<file path="src/rtl/ebra_pkg.sv">
// Package: widths, request/result types and constants for the evacuation budget admission unit.
`timescale 1ns / 1ps
`default_nettype none

package ebra_pkg;

  localparam int BYTE_BITS = 44;
  localparam int REGION_W  = 26;
  localparam int ID_W      = 16;
  localparam int COUNT_W   = 16;
  localparam int RECIP_W   = 16;

  localparam logic [REGION_W-1:0] REGION_BYTES_MAX = REGION_W'(33554432);
  localparam logic [RECIP_W-1:0]  RECIP_RESET      = RECIP_W'(46811);
  localparam logic [COUNT_W-1:0]  COUNT_MAX        = {COUNT_W{1'b1}};
  localparam logic [BYTE_BITS-1:0] BYTE_MASK       = {BYTE_BITS{1'b1}};

  localparam int IN_FIELD_BITS  = 3 * BYTE_BITS + ID_W + 2 * REGION_W + 1;
  localparam int IN_TDATA_W     = ((IN_FIELD_BITS + 7) / 8) * 8;
  localparam int OUT_FIELD_BITS = ID_W + 3 + COUNT_W + BYTE_BITS;
  localparam int OUT_TDATA_W    = ((OUT_FIELD_BITS + 7) / 8) * 8;

  typedef enum logic {
    REQ_BEGIN  = 1'b0,
    REQ_REGION = 1'b1
  } req_type_t;

  typedef struct packed {
    req_type_t             req_type;
    logic [BYTE_BITS-1:0]  reserve_bytes;
    logic [BYTE_BITS-1:0]  unaffiliated_bytes;
    logic [BYTE_BITS-1:0]  available_bytes;
    logic [ID_W-1:0]       region_id;
    logic [REGION_W-1:0]   live_size;
    logic [REGION_W-1:0]   free_bytes;
    logic                  pinned_flag;
  } req_t;

  typedef struct packed {
    logic [ID_W-1:0]       out_region_id;
    logic                  admitted;
    logic                  skipped_pinned;
    logic                  exhausted;
    logic [COUNT_W-1:0]    admitted_count;
    logic [BYTE_BITS-1:0]  evacuated_total;
  } result_t;

endpackage

`default_nettype wire

</file>
<file path="src/rtl/ebra_in_stage.sv">
// Input register: unpacks the slave beat and holds it until the core consumes it.
`timescale 1ns / 1ps
`default_nettype none

module ebra_in_stage (
  input  wire                               clk,
  input  wire                               rst,
  input  wire                               s_axis_tvalid,
  output logic                              s_axis_tready,
  input  wire [ebra_pkg::IN_TDATA_W-1:0]    s_axis_tdata,
  input  wire                               s_axis_tuser,
  input  wire                               advance,
  output logic                              in_valid,
  output ebra_pkg::req_t                    req
);
  import ebra_pkg::*;

  localparam int OFF_UNAFF = BYTE_BITS;
  localparam int OFF_AVAIL = 2 * BYTE_BITS;
  localparam int OFF_ID    = 3 * BYTE_BITS;
  localparam int OFF_LIVE  = OFF_ID + ID_W;
  localparam int OFF_FREE  = OFF_LIVE + REGION_W;
  localparam int OFF_PIN   = OFF_FREE + REGION_W;

  req_t beat;

  always_comb begin
    beat.req_type           = req_type_t'(s_axis_tuser);
    beat.reserve_bytes      = s_axis_tdata[BYTE_BITS-1:0];
    beat.unaffiliated_bytes = s_axis_tdata[OFF_UNAFF +: BYTE_BITS];
    beat.available_bytes    = s_axis_tdata[OFF_AVAIL +: BYTE_BITS];
    beat.region_id          = s_axis_tdata[OFF_ID +: ID_W];
    beat.live_size          = s_axis_tdata[OFF_LIVE +: REGION_W];
    beat.free_bytes         = s_axis_tdata[OFF_FREE +: REGION_W];
    beat.pinned_flag        = s_axis_tdata[OFF_PIN];
  end

  assign s_axis_tready = !in_valid || advance;

  always_ff @(posedge clk) begin
    if (rst) begin
      in_valid <= 1'b0;
    end else if (s_axis_tready) begin
      in_valid <= s_axis_tvalid;
    end
  end

  always_ff @(posedge clk) begin
    if (s_axis_tvalid && s_axis_tready) begin
      req <= beat;
    end
  end

endmodule

`default_nettype wire

</file>
<file path="src/rtl/ebra_core.sv">
// Budget core: pool state, waste reciprocal register and per-beat admission logic.
`timescale 1ns / 1ps
`default_nettype none

module ebra_core (
  input  wire                           clk,
  input  wire                           rst,
  input  wire                           cfg_we,
  input  wire [ebra_pkg::RECIP_W-1:0]   cfg_wdata,
  input  wire                           advance,
  input  ebra_pkg::req_t                req,
  output ebra_pkg::result_t             res,
  output logic                          stopped
);
  import ebra_pkg::*;

  localparam int BPROD_W = BYTE_BITS + RECIP_W;
  localparam int LPROD_W = REGION_W + RECIP_W;

  logic [RECIP_W-1:0]   waste_reciprocal;
  logic [BYTE_BITS-1:0] unfrag_pool, frag_pool, excess_pool, bytes_admitted;
  logic [COUNT_W-1:0]   count_admitted;

  logic [BYTE_BITS-1:0] unfrag_pool_next, frag_pool_next, excess_pool_next;
  logic [BYTE_BITS-1:0] bytes_admitted_next;
  logic [COUNT_W-1:0]   count_admitted_next;
  logic                 stopped_next;

  logic [BPROD_W-1:0]   prod_b;
  logic [BYTE_BITS-1:0] budget, total;
  logic [REGION_W-1:0]  live_c, lost_c, lost_a, scaled, scaled_a;
  logic [LPROD_W-1:0]   prod_l;
  logic [REGION_W:0]    sum_sl;
  logic [BYTE_BITS-1:0] live_x, lost_x, excess_a, frag_a, frag_b, unfrag_a, need;
  logic                 fit;

  assign live_c = (req.live_size > REGION_BYTES_MAX) ? REGION_BYTES_MAX : req.live_size;
  assign lost_c = (req.free_bytes > REGION_BYTES_MAX) ? REGION_BYTES_MAX : req.free_bytes;
  assign live_x = BYTE_BITS'(live_c);
  assign lost_x = BYTE_BITS'(lost_c);

  assign prod_b = BPROD_W'(req.reserve_bytes) * BPROD_W'(waste_reciprocal);
  assign budget = prod_b[BPROD_W-1:RECIP_W];

  // lost space first eats the excess pool
  always_comb begin
    excess_a = excess_pool;
    lost_a   = lost_c;
    if (lost_c != '0 && excess_pool != '0) begin
      if (lost_x < excess_pool) begin
        excess_a = excess_pool - lost_x;
        lost_a   = '0;
      end else begin
        lost_a   = lost_c - excess_pool[REGION_W-1:0];
        excess_a = '0;
      end
    end
  end

  assign prod_l = LPROD_W'(lost_a) * LPROD_W'(waste_reciprocal);
  assign scaled = prod_l[LPROD_W-1:RECIP_W];
  assign sum_sl = (REGION_W+1)'(scaled) + (REGION_W+1)'(live_c);

  always_comb begin
    frag_a   = frag_pool;
    scaled_a = scaled;
    if (lost_a != '0 && frag_pool != '0 && BYTE_BITS'(sum_sl) < frag_pool) begin
      frag_a   = frag_pool - BYTE_BITS'(scaled);
      scaled_a = '0;
    end
    frag_b = frag_a;
    need   = '0;
    if (scaled_a != '0) begin
      fit      = (live_x <= unfrag_pool);
      unfrag_a = unfrag_pool - live_x;
    end else begin
      if (live_x > frag_a) begin
        need   = live_x - frag_a;
        frag_b = '0;
      end else begin
        frag_b = frag_a - live_x;
      end
      fit      = (need <= unfrag_pool);
      unfrag_a = unfrag_pool - need;
    end
  end

  always_comb begin
    unfrag_pool_next    = unfrag_pool;
    frag_pool_next      = frag_pool;
    excess_pool_next    = excess_pool;
    stopped_next        = stopped;
    count_admitted_next = count_admitted;
    bytes_admitted_next = bytes_admitted;
    total               = '0;
    res.out_region_id   = req.region_id;
    res.admitted        = 1'b0;
    res.skipped_pinned  = 1'b0;
    res.exhausted       = 1'b0;
    if (req.req_type == REQ_BEGIN) begin
      unfrag_pool_next = req.unaffiliated_bytes;
      frag_pool_next   = '0;
      excess_pool_next = '0;
      if (req.unaffiliated_bytes > budget) begin
        unfrag_pool_next = budget;
      end else begin
        total = (req.available_bytes > req.unaffiliated_bytes) ?
                req.available_bytes : req.unaffiliated_bytes;
        frag_pool_next = total - req.unaffiliated_bytes;
        if (total > budget) begin
          excess_pool_next = total - budget;
          frag_pool_next   = budget - req.unaffiliated_bytes;
        end
      end
      stopped_next        = 1'b0;
      count_admitted_next = '0;
      bytes_admitted_next = '0;
    end else if (stopped) begin
      res.exhausted = 1'b1;
    end else if (req.pinned_flag) begin
      res.skipped_pinned = 1'b1;
    end else begin
      excess_pool_next = excess_a;
      frag_pool_next   = frag_b;
      if (fit) begin
        unfrag_pool_next = unfrag_a;
        res.admitted     = 1'b1;
        if (count_admitted != COUNT_MAX) begin
          count_admitted_next = count_admitted + 1'b1;
        end
        if (live_x > BYTE_MASK - bytes_admitted) begin
          bytes_admitted_next = BYTE_MASK;
        end else begin
          bytes_admitted_next = bytes_admitted + live_x;
        end
      end else begin
        stopped_next  = 1'b1;
        res.exhausted = 1'b1;
      end
    end
    res.admitted_count  = count_admitted_next;
    res.evacuated_total = bytes_admitted_next;
  end

  always_ff @(posedge clk) begin
    if (rst) begin
      waste_reciprocal <= RECIP_RESET;
    end else if (cfg_we) begin
      waste_reciprocal <= cfg_wdata;
    end
  end

  always_ff @(posedge clk) begin
    if (rst) begin
      unfrag_pool    <= '0;
      frag_pool      <= '0;
      excess_pool    <= '0;
      stopped        <= 1'b1;
      count_admitted <= '0;
      bytes_admitted <= '0;
    end else if (advance) begin
      unfrag_pool    <= unfrag_pool_next;
      frag_pool      <= frag_pool_next;
      excess_pool    <= excess_pool_next;
      stopped        <= stopped_next;
      count_admitted <= count_admitted_next;
      bytes_admitted <= bytes_admitted_next;
    end
  end

endmodule

`default_nettype wire

</file>
<file path="src/rtl/ebra_out_stage.sv">
// Output register: holds one result beat and packs it onto the master side.
`timescale 1ns / 1ps
`default_nettype none

module ebra_out_stage (
  input  wire                               clk,
  input  wire                               rst,
  input  wire                               load,
  input  ebra_pkg::result_t                 res,
  output logic                              can_take,
  output logic                              m_axis_tvalid,
  input  wire                               m_axis_tready,
  output logic [ebra_pkg::OUT_TDATA_W-1:0]  m_axis_tdata
);
  import ebra_pkg::*;

  result_t held;

  assign can_take = !m_axis_tvalid || m_axis_tready;

  always_ff @(posedge clk) begin
    if (rst) begin
      m_axis_tvalid <= 1'b0;
    end else if (can_take) begin
      m_axis_tvalid <= load;
    end
  end

  always_ff @(posedge clk) begin
    if (load && can_take) begin
      held <= res;
    end
  end

  assign m_axis_tdata = OUT_TDATA_W'({held.evacuated_total, held.admitted_count,
                                      held.exhausted, held.skipped_pinned,
                                      held.admitted, held.out_region_id});

endmodule

`default_nettype wire

</file>
<file path="src/rtl/evac_budget_region_admission_unit.sv">
// Top level of the evacuation budget and region admission unit.
`timescale 1ns / 1ps
`default_nettype none

// One beat is taken per clock cycle while the master side accepts results, and
// every beat yields exactly one result beat. The input register takes the beat
// when it is accepted, and the result register loads its result from the input
// register once the output register is free to take it.
// A begin beat splits the reserve, scaled by the Q0.16 waste reciprocal, into
// unfragmented, fragmented and excess pools; region beats that follow are
// admitted, skipped as pinned or refused, and the first refusal ends the pass
// until the next begin. The one-cycle rate is set by the pool update loop:
// the reciprocal multiply, the excess and fragmented charges and the pool
// compares are combinational between the pool registers. The waste reciprocal
// may be written only while no beat is in flight. Backpressure on the master
// side stalls the slave side through the two register stages with no loss.
module evac_budget_region_admission_unit (
  input  wire                               clk,
  input  wire                               rst,
  input  wire                               cfg_we,
  input  wire [ebra_pkg::RECIP_W-1:0]       cfg_wdata,
  // s_axis_tdata, low bit up: reserve_bytes, unaffiliated_bytes, available_bytes,
  // region_id, live_size, free_bytes, pinned_flag, zero fill
  input  wire                               s_axis_tvalid,
  output logic                              s_axis_tready,
  input  wire [ebra_pkg::IN_TDATA_W-1:0]    s_axis_tdata,
  // s_axis_tuser: req_type
  input  wire                               s_axis_tuser,
  // m_axis_tdata, low bit up: out_region_id, admitted, skipped_pinned, exhausted,
  // admitted_count, evacuated_total, zero fill
  output logic                              m_axis_tvalid,
  input  wire                               m_axis_tready,
  output logic [ebra_pkg::OUT_TDATA_W-1:0]  m_axis_tdata
);
  import ebra_pkg::*;

  logic    in_valid;
  req_t    req;
  result_t res;
  logic    can_take;
  logic    advance;
  logic    stopped;

  assign advance = in_valid && can_take;

  ebra_in_stage u_in (
    .clk           (clk),
    .rst           (rst),
    .s_axis_tvalid (s_axis_tvalid),
    .s_axis_tready (s_axis_tready),
    .s_axis_tdata  (s_axis_tdata),
    .s_axis_tuser  (s_axis_tuser),
    .advance       (advance),
    .in_valid      (in_valid),
    .req           (req)
  );

  ebra_core u_core (
    .clk       (clk),
    .rst       (rst),
    .cfg_we    (cfg_we),
    .cfg_wdata (cfg_wdata),
    .advance   (advance),
    .req       (req),
    .res       (res),
    .stopped   (stopped)
  );

  ebra_out_stage u_out (
    .clk           (clk),
    .rst           (rst),
    .load          (advance),
    .res           (res),
    .can_take      (can_take),
    .m_axis_tvalid (m_axis_tvalid),
    .m_axis_tready (m_axis_tready),
    .m_axis_tdata  (m_axis_tdata)
  );

  a_flags_exclusive: assert property (@(posedge clk) disable iff (rst)
    advance |-> $onehot0({res.admitted, res.skipped_pinned, res.exhausted}))
    else $error("more than one outcome flag set");

  a_begin_opens: assert property (@(posedge clk) disable iff (rst)
    (advance && req.req_type == REQ_BEGIN) |=> !stopped)
    else $error("begin beat did not open a pass");

  a_refusal_stops: assert property (@(posedge clk) disable iff (rst)
    (advance && res.exhausted) |=> stopped)
    else $error("exhausted result left the pass open");

  a_count_nonzero: assert property (@(posedge clk) disable iff (rst)
    (advance && res.admitted) |-> (res.admitted_count != '0))
    else $error("admitted region with zero count");

  a_empty_ready: assert property (@(posedge clk) disable iff (rst)
    !in_valid |-> s_axis_tready)
    else $error("empty input register not ready");

endmodule

`default_nettype wire
</file>
<file path="config.mk">
export PLATFORM = sky130hd
export DESIGN_NAME = evac_budget_region_admission_unit
export DESIGN_NICKNAME = d
export VERILOG_FILES = /design/src/rtl/ebra_pkg.sv /design/src/rtl/ebra_in_stage.sv /design/src/rtl/ebra_core.sv /design/src/rtl/ebra_out_stage.sv /design/src/rtl/evac_budget_region_admission_unit.sv
export SDC_FILE = /design/constraint.sdc
export NUM_CORES = 2
export LEC_CHECK = 0
export ABC_AREA = 0
export BUFFER_PORTS_ARGS = -buffer_cell sky130_fd_sc_hd__buf_2
export CAP_MARGIN = 5
export CORE_ASPECT_RATIO = 0.5
export CORE_UTILIZATION = 66
export CTS_BUF_LIST = sky130_fd_sc_hd__clkbuf_4
export DETAILED_ROUTE_END_ITERATION = 12
export PLACE_DENSITY = 0.94
export SLEW_MARGIN = 20
export SYNTH_ARGS = -nofsm -noshare
export SYNTH_HDL_FRONTEND = slang
export SYNTH_SLANG_ARGS = --single-unit
</file>
<file path="constraint.sdc">
create_clock -name clk -period 25.6 [get_ports clk]
set_clock_uncertainty 0.15 [all_clocks]
set_input_delay 1.28 -clock clk [delete_from_list [all_inputs] [get_ports clk]]
set_output_delay 1.28 -clock clk [all_outputs]
set_load 0.1 [all_outputs]
</file>
==> flow_metrics.py <==
metrics = {
    "floorplanning": {
        "ioPinCount": 312,
        "initial_utilization": 0.667,
        "rows": 88,
        "die_area_um2": 118000,
        "core_um2": 116000,
        "die_h_um": 244,
        "die_x_um": 485,
    },
    "setup_path": {
        "crit_buf_inv": 7,
        "cp_max_fo": 16,
        "timing.rr.start": "u_in.req[23]",
        "rr_worst_depth": 99,
        "worst_path_max_delay_cell": "or4_1",
        "crit_path_start_kind": "flip-flop",
        "setup.worst_path.start": "u_in.req[23]",
        "path_delay_family": "compound AO/OA/AOI/OAI gates",
        "crit_path_max_incr_delay_ns": 0.66,
        "critical_path_class": "flip-flop to flip-flop",
        "critPathArrivalTime_ns": 25.50,
        "cp-end-kind": "flip-flop",
        "cp.depth": 99,
        "crit_top_cell": "o21ai_0",
        "crit_required_ns": 26.51,
    },
    "routing": {
        "wire_per_inst_um": 24.6,
        "drc": 0,
        "dr.pass1.iters": 12,
        "first_iter_violations": 9511,
        "viasPerCell": 6.64,
        "ant_nets": 0,
        "vias": 72500,
        "wl_mm": 269,
    },
    "sta": {
        "finalSetupViolCount": 0,
        "max_freq_mhz": 40.7,
        "worst_pin_slew_ns": 1.28,
        "final_max_slew_viol_count": 0,
        "final.min_clock_period_ns": 24.59,
        "slew_headroom": 0.142,
        "period_share": 0.961,
        "hold_viol": 0,
        "setup_ws_ns": 1.01,
        "whs_ns": 0.112,
    },
    "global_route": {
        "gr-usage-met1": 0.565,
        "grtUsageMet3": 0.159,
        "grt_max_degree": 100,
        "grt-busiest-layer": "met2",
        "grt_util_met2": 0.670,
        "grt_first_pass_wirelength_mm": 407,
        "gr-total-overflow": 0,
        "grt_pass1_vias": 71900,
        "track_usage": 0.449,
        "antenna_found_initial": 17,
    },
    "clocking": {
        "cts_made_buffers": 118,
        "cts_root_buf": "clkbuf_4",
        "clock_path_buffers": 3,
        "cts_tree": "done",
        "clkTransAtPathRegs_ns": 0.08,
        "cts_max_level": 3,
        "cts.sinks": 492,
        "clkLatencyLatePin_ns": 1.19,
        "hold_buffers": 0,
    },
    "synthesis": {
        "synth_edf_count": 281,
        "synth-main-ff-cell": "edfxtp_1",
        "synthesis.area_um2": 77100,
        "synth_seq_cells": 492,
        "netlist_top_cells_area": "fa_1 (24%), edfxtp_1 (11%), ha_1 (11%)",
        "yosysSeqAreaShare": 0.164,
        "syn-instance-count": 9148,
        "synthArstFlopShare": 0,
        "yosys_warnings": 0,
        "synth_cell_types": 105,
        "yosys.area.top_type": "fa_1",
        "syn_avg_cell_area_um2": 8.43,
        "yosys.cell_count.top_type": "nand2_1",
        "yosys.area.top_type_share": 0.241,
        "synth_commonest_cells": "nand2_1 (1,378), inv_1 (1,239), fa_1 (930), ha_1 (671), a21oi_1 (504)",
    },
    "place": {
        "place.port_buffers": 303,
        "dpl_worst_slack_ns": 0.454,
        "dp_hpwl_mm": 206,
        "gp_congestion": 1.08,
    },
    "worst_hold_path": {
        "min_from": "s_axis_tdata[175]",
        "hold_path.class": "input pin to flip-flop",
        "holdPathStages": 1,
    },
    "layout": {
        "area_growth_pct": 6.26,
        "utilization": 0.709,
        "fillCellCount": 8479,
        "drive_above_1_share": 0.0912,
        "multi_input_comb_area_um2": 58400,
        "final-seq-area_um2": 12700,
        "nets": 11100,
    },
    "run_status": {
        "outcome": "complete, no violations",
    },
    "run": {
        "maxCapViolCount": 0,
    },
}
[cell usage in the layout, fill, tap and decap left out, drive strengths merged, types with 53 or more instances in the layout]
master	n
nand2	1378
inv	1243
fa	930
ha	671
a21oi	504
buf	441
nor2	402
o21ai	400
and2	373
edfxtp	281
xnor2	276
a21o	214
dfxtp	211
clkbuf	170
xor2	146
nand3	145
nor3	133
nor2b	88
nand2b	86
o211ai	84
nand4	81
a31oi	69
a211oi	68
nor4	62
or3	57
mux2	56
and3	53
[flip-flops by register name (all words and copies together) (netlist names)]
name,flops
u_core.stopped,1
u_out.m_axis_tvalid,1
u_out.m_axis_tdata,79
u_core.frag_pool,44
u_core.count_admitted,16
u_core.excess_pool,44
u_core.bytes_admitted,44
u_in.in_valid,1
u_in.req,202
u_core.waste_reciprocal,16
u_core.unfrag_pool,44
[metal layers]
metal / vias to the layer above / share of wire
met5: - / 0.00041
met4: 14 / 0.070
met3: 1576 / 0.16
met2: 5774 / 0.42
met1: 34300 / 0.35
li1: 30800 / -
[cell families (layout without fill, tap and decap cells)]
logic type | count (synthesis) | count (layout) | synth area share
buffers and inverters | 1685 | 1903 | 0.0826
and+or+nand+nor | 2987 | 2987 | 0.183
muxes | 91 | 91 | 0.0127
xor gates and xnor gates | 424 | 424 | 0.0485
DFF | 492 | 492 | 0.164
other | 2 | 25 | 0.0000974
adders and majority gates | 1615 | 1615 | 0.352
AOI/OAI and AO/OA | 1852 | 1852 | 0.156
[per-stage QoR]
step	instances	instance area (um^2)	TNS, ns
2_1_floorplan	9156	77200	0
4_1_cts	10900	81700	0
3_5_place_dp	10700	80100	0
6_report	10900	82000	0
5_1_grt	10900	81900	-0.0628
3_3_place_gp	10700	80100	0
[what timing repair did]
item / in CTS / in global routing
gates resized for setup: 0 / 28
endpoints found under the setup margin: 0 / 167
buffers inserted: 0 / 9
[path summary, 6_finish.rpt]
check,endpoint,slack (ns)
worst max-delay path,u_core.bytes_admitted[42],1.01
worst min-delay path,u_in.req[2],0.11
worst max register to register,u_core.bytes_admitted[42],1.01
worst min register to register,u_out.m_axis_tdata[6],0.26
[final cells by class]
cell class	count	area share
Multi-Input combinational cell	6979	0.713
Sequential cell	492	0.155
Inverter	1244	0.0570
Timing Repair Buffer	441	0.0321
Tap cell	1530	0.0234
Clock buffer	170	0.0156
Clock inverter	48	0.00394
Antenna cell	15	0.000458
Power is left out: the tool's default activity adds up to more than one toggle a clock period on the data nets, which glitch-free logic cannot reach.
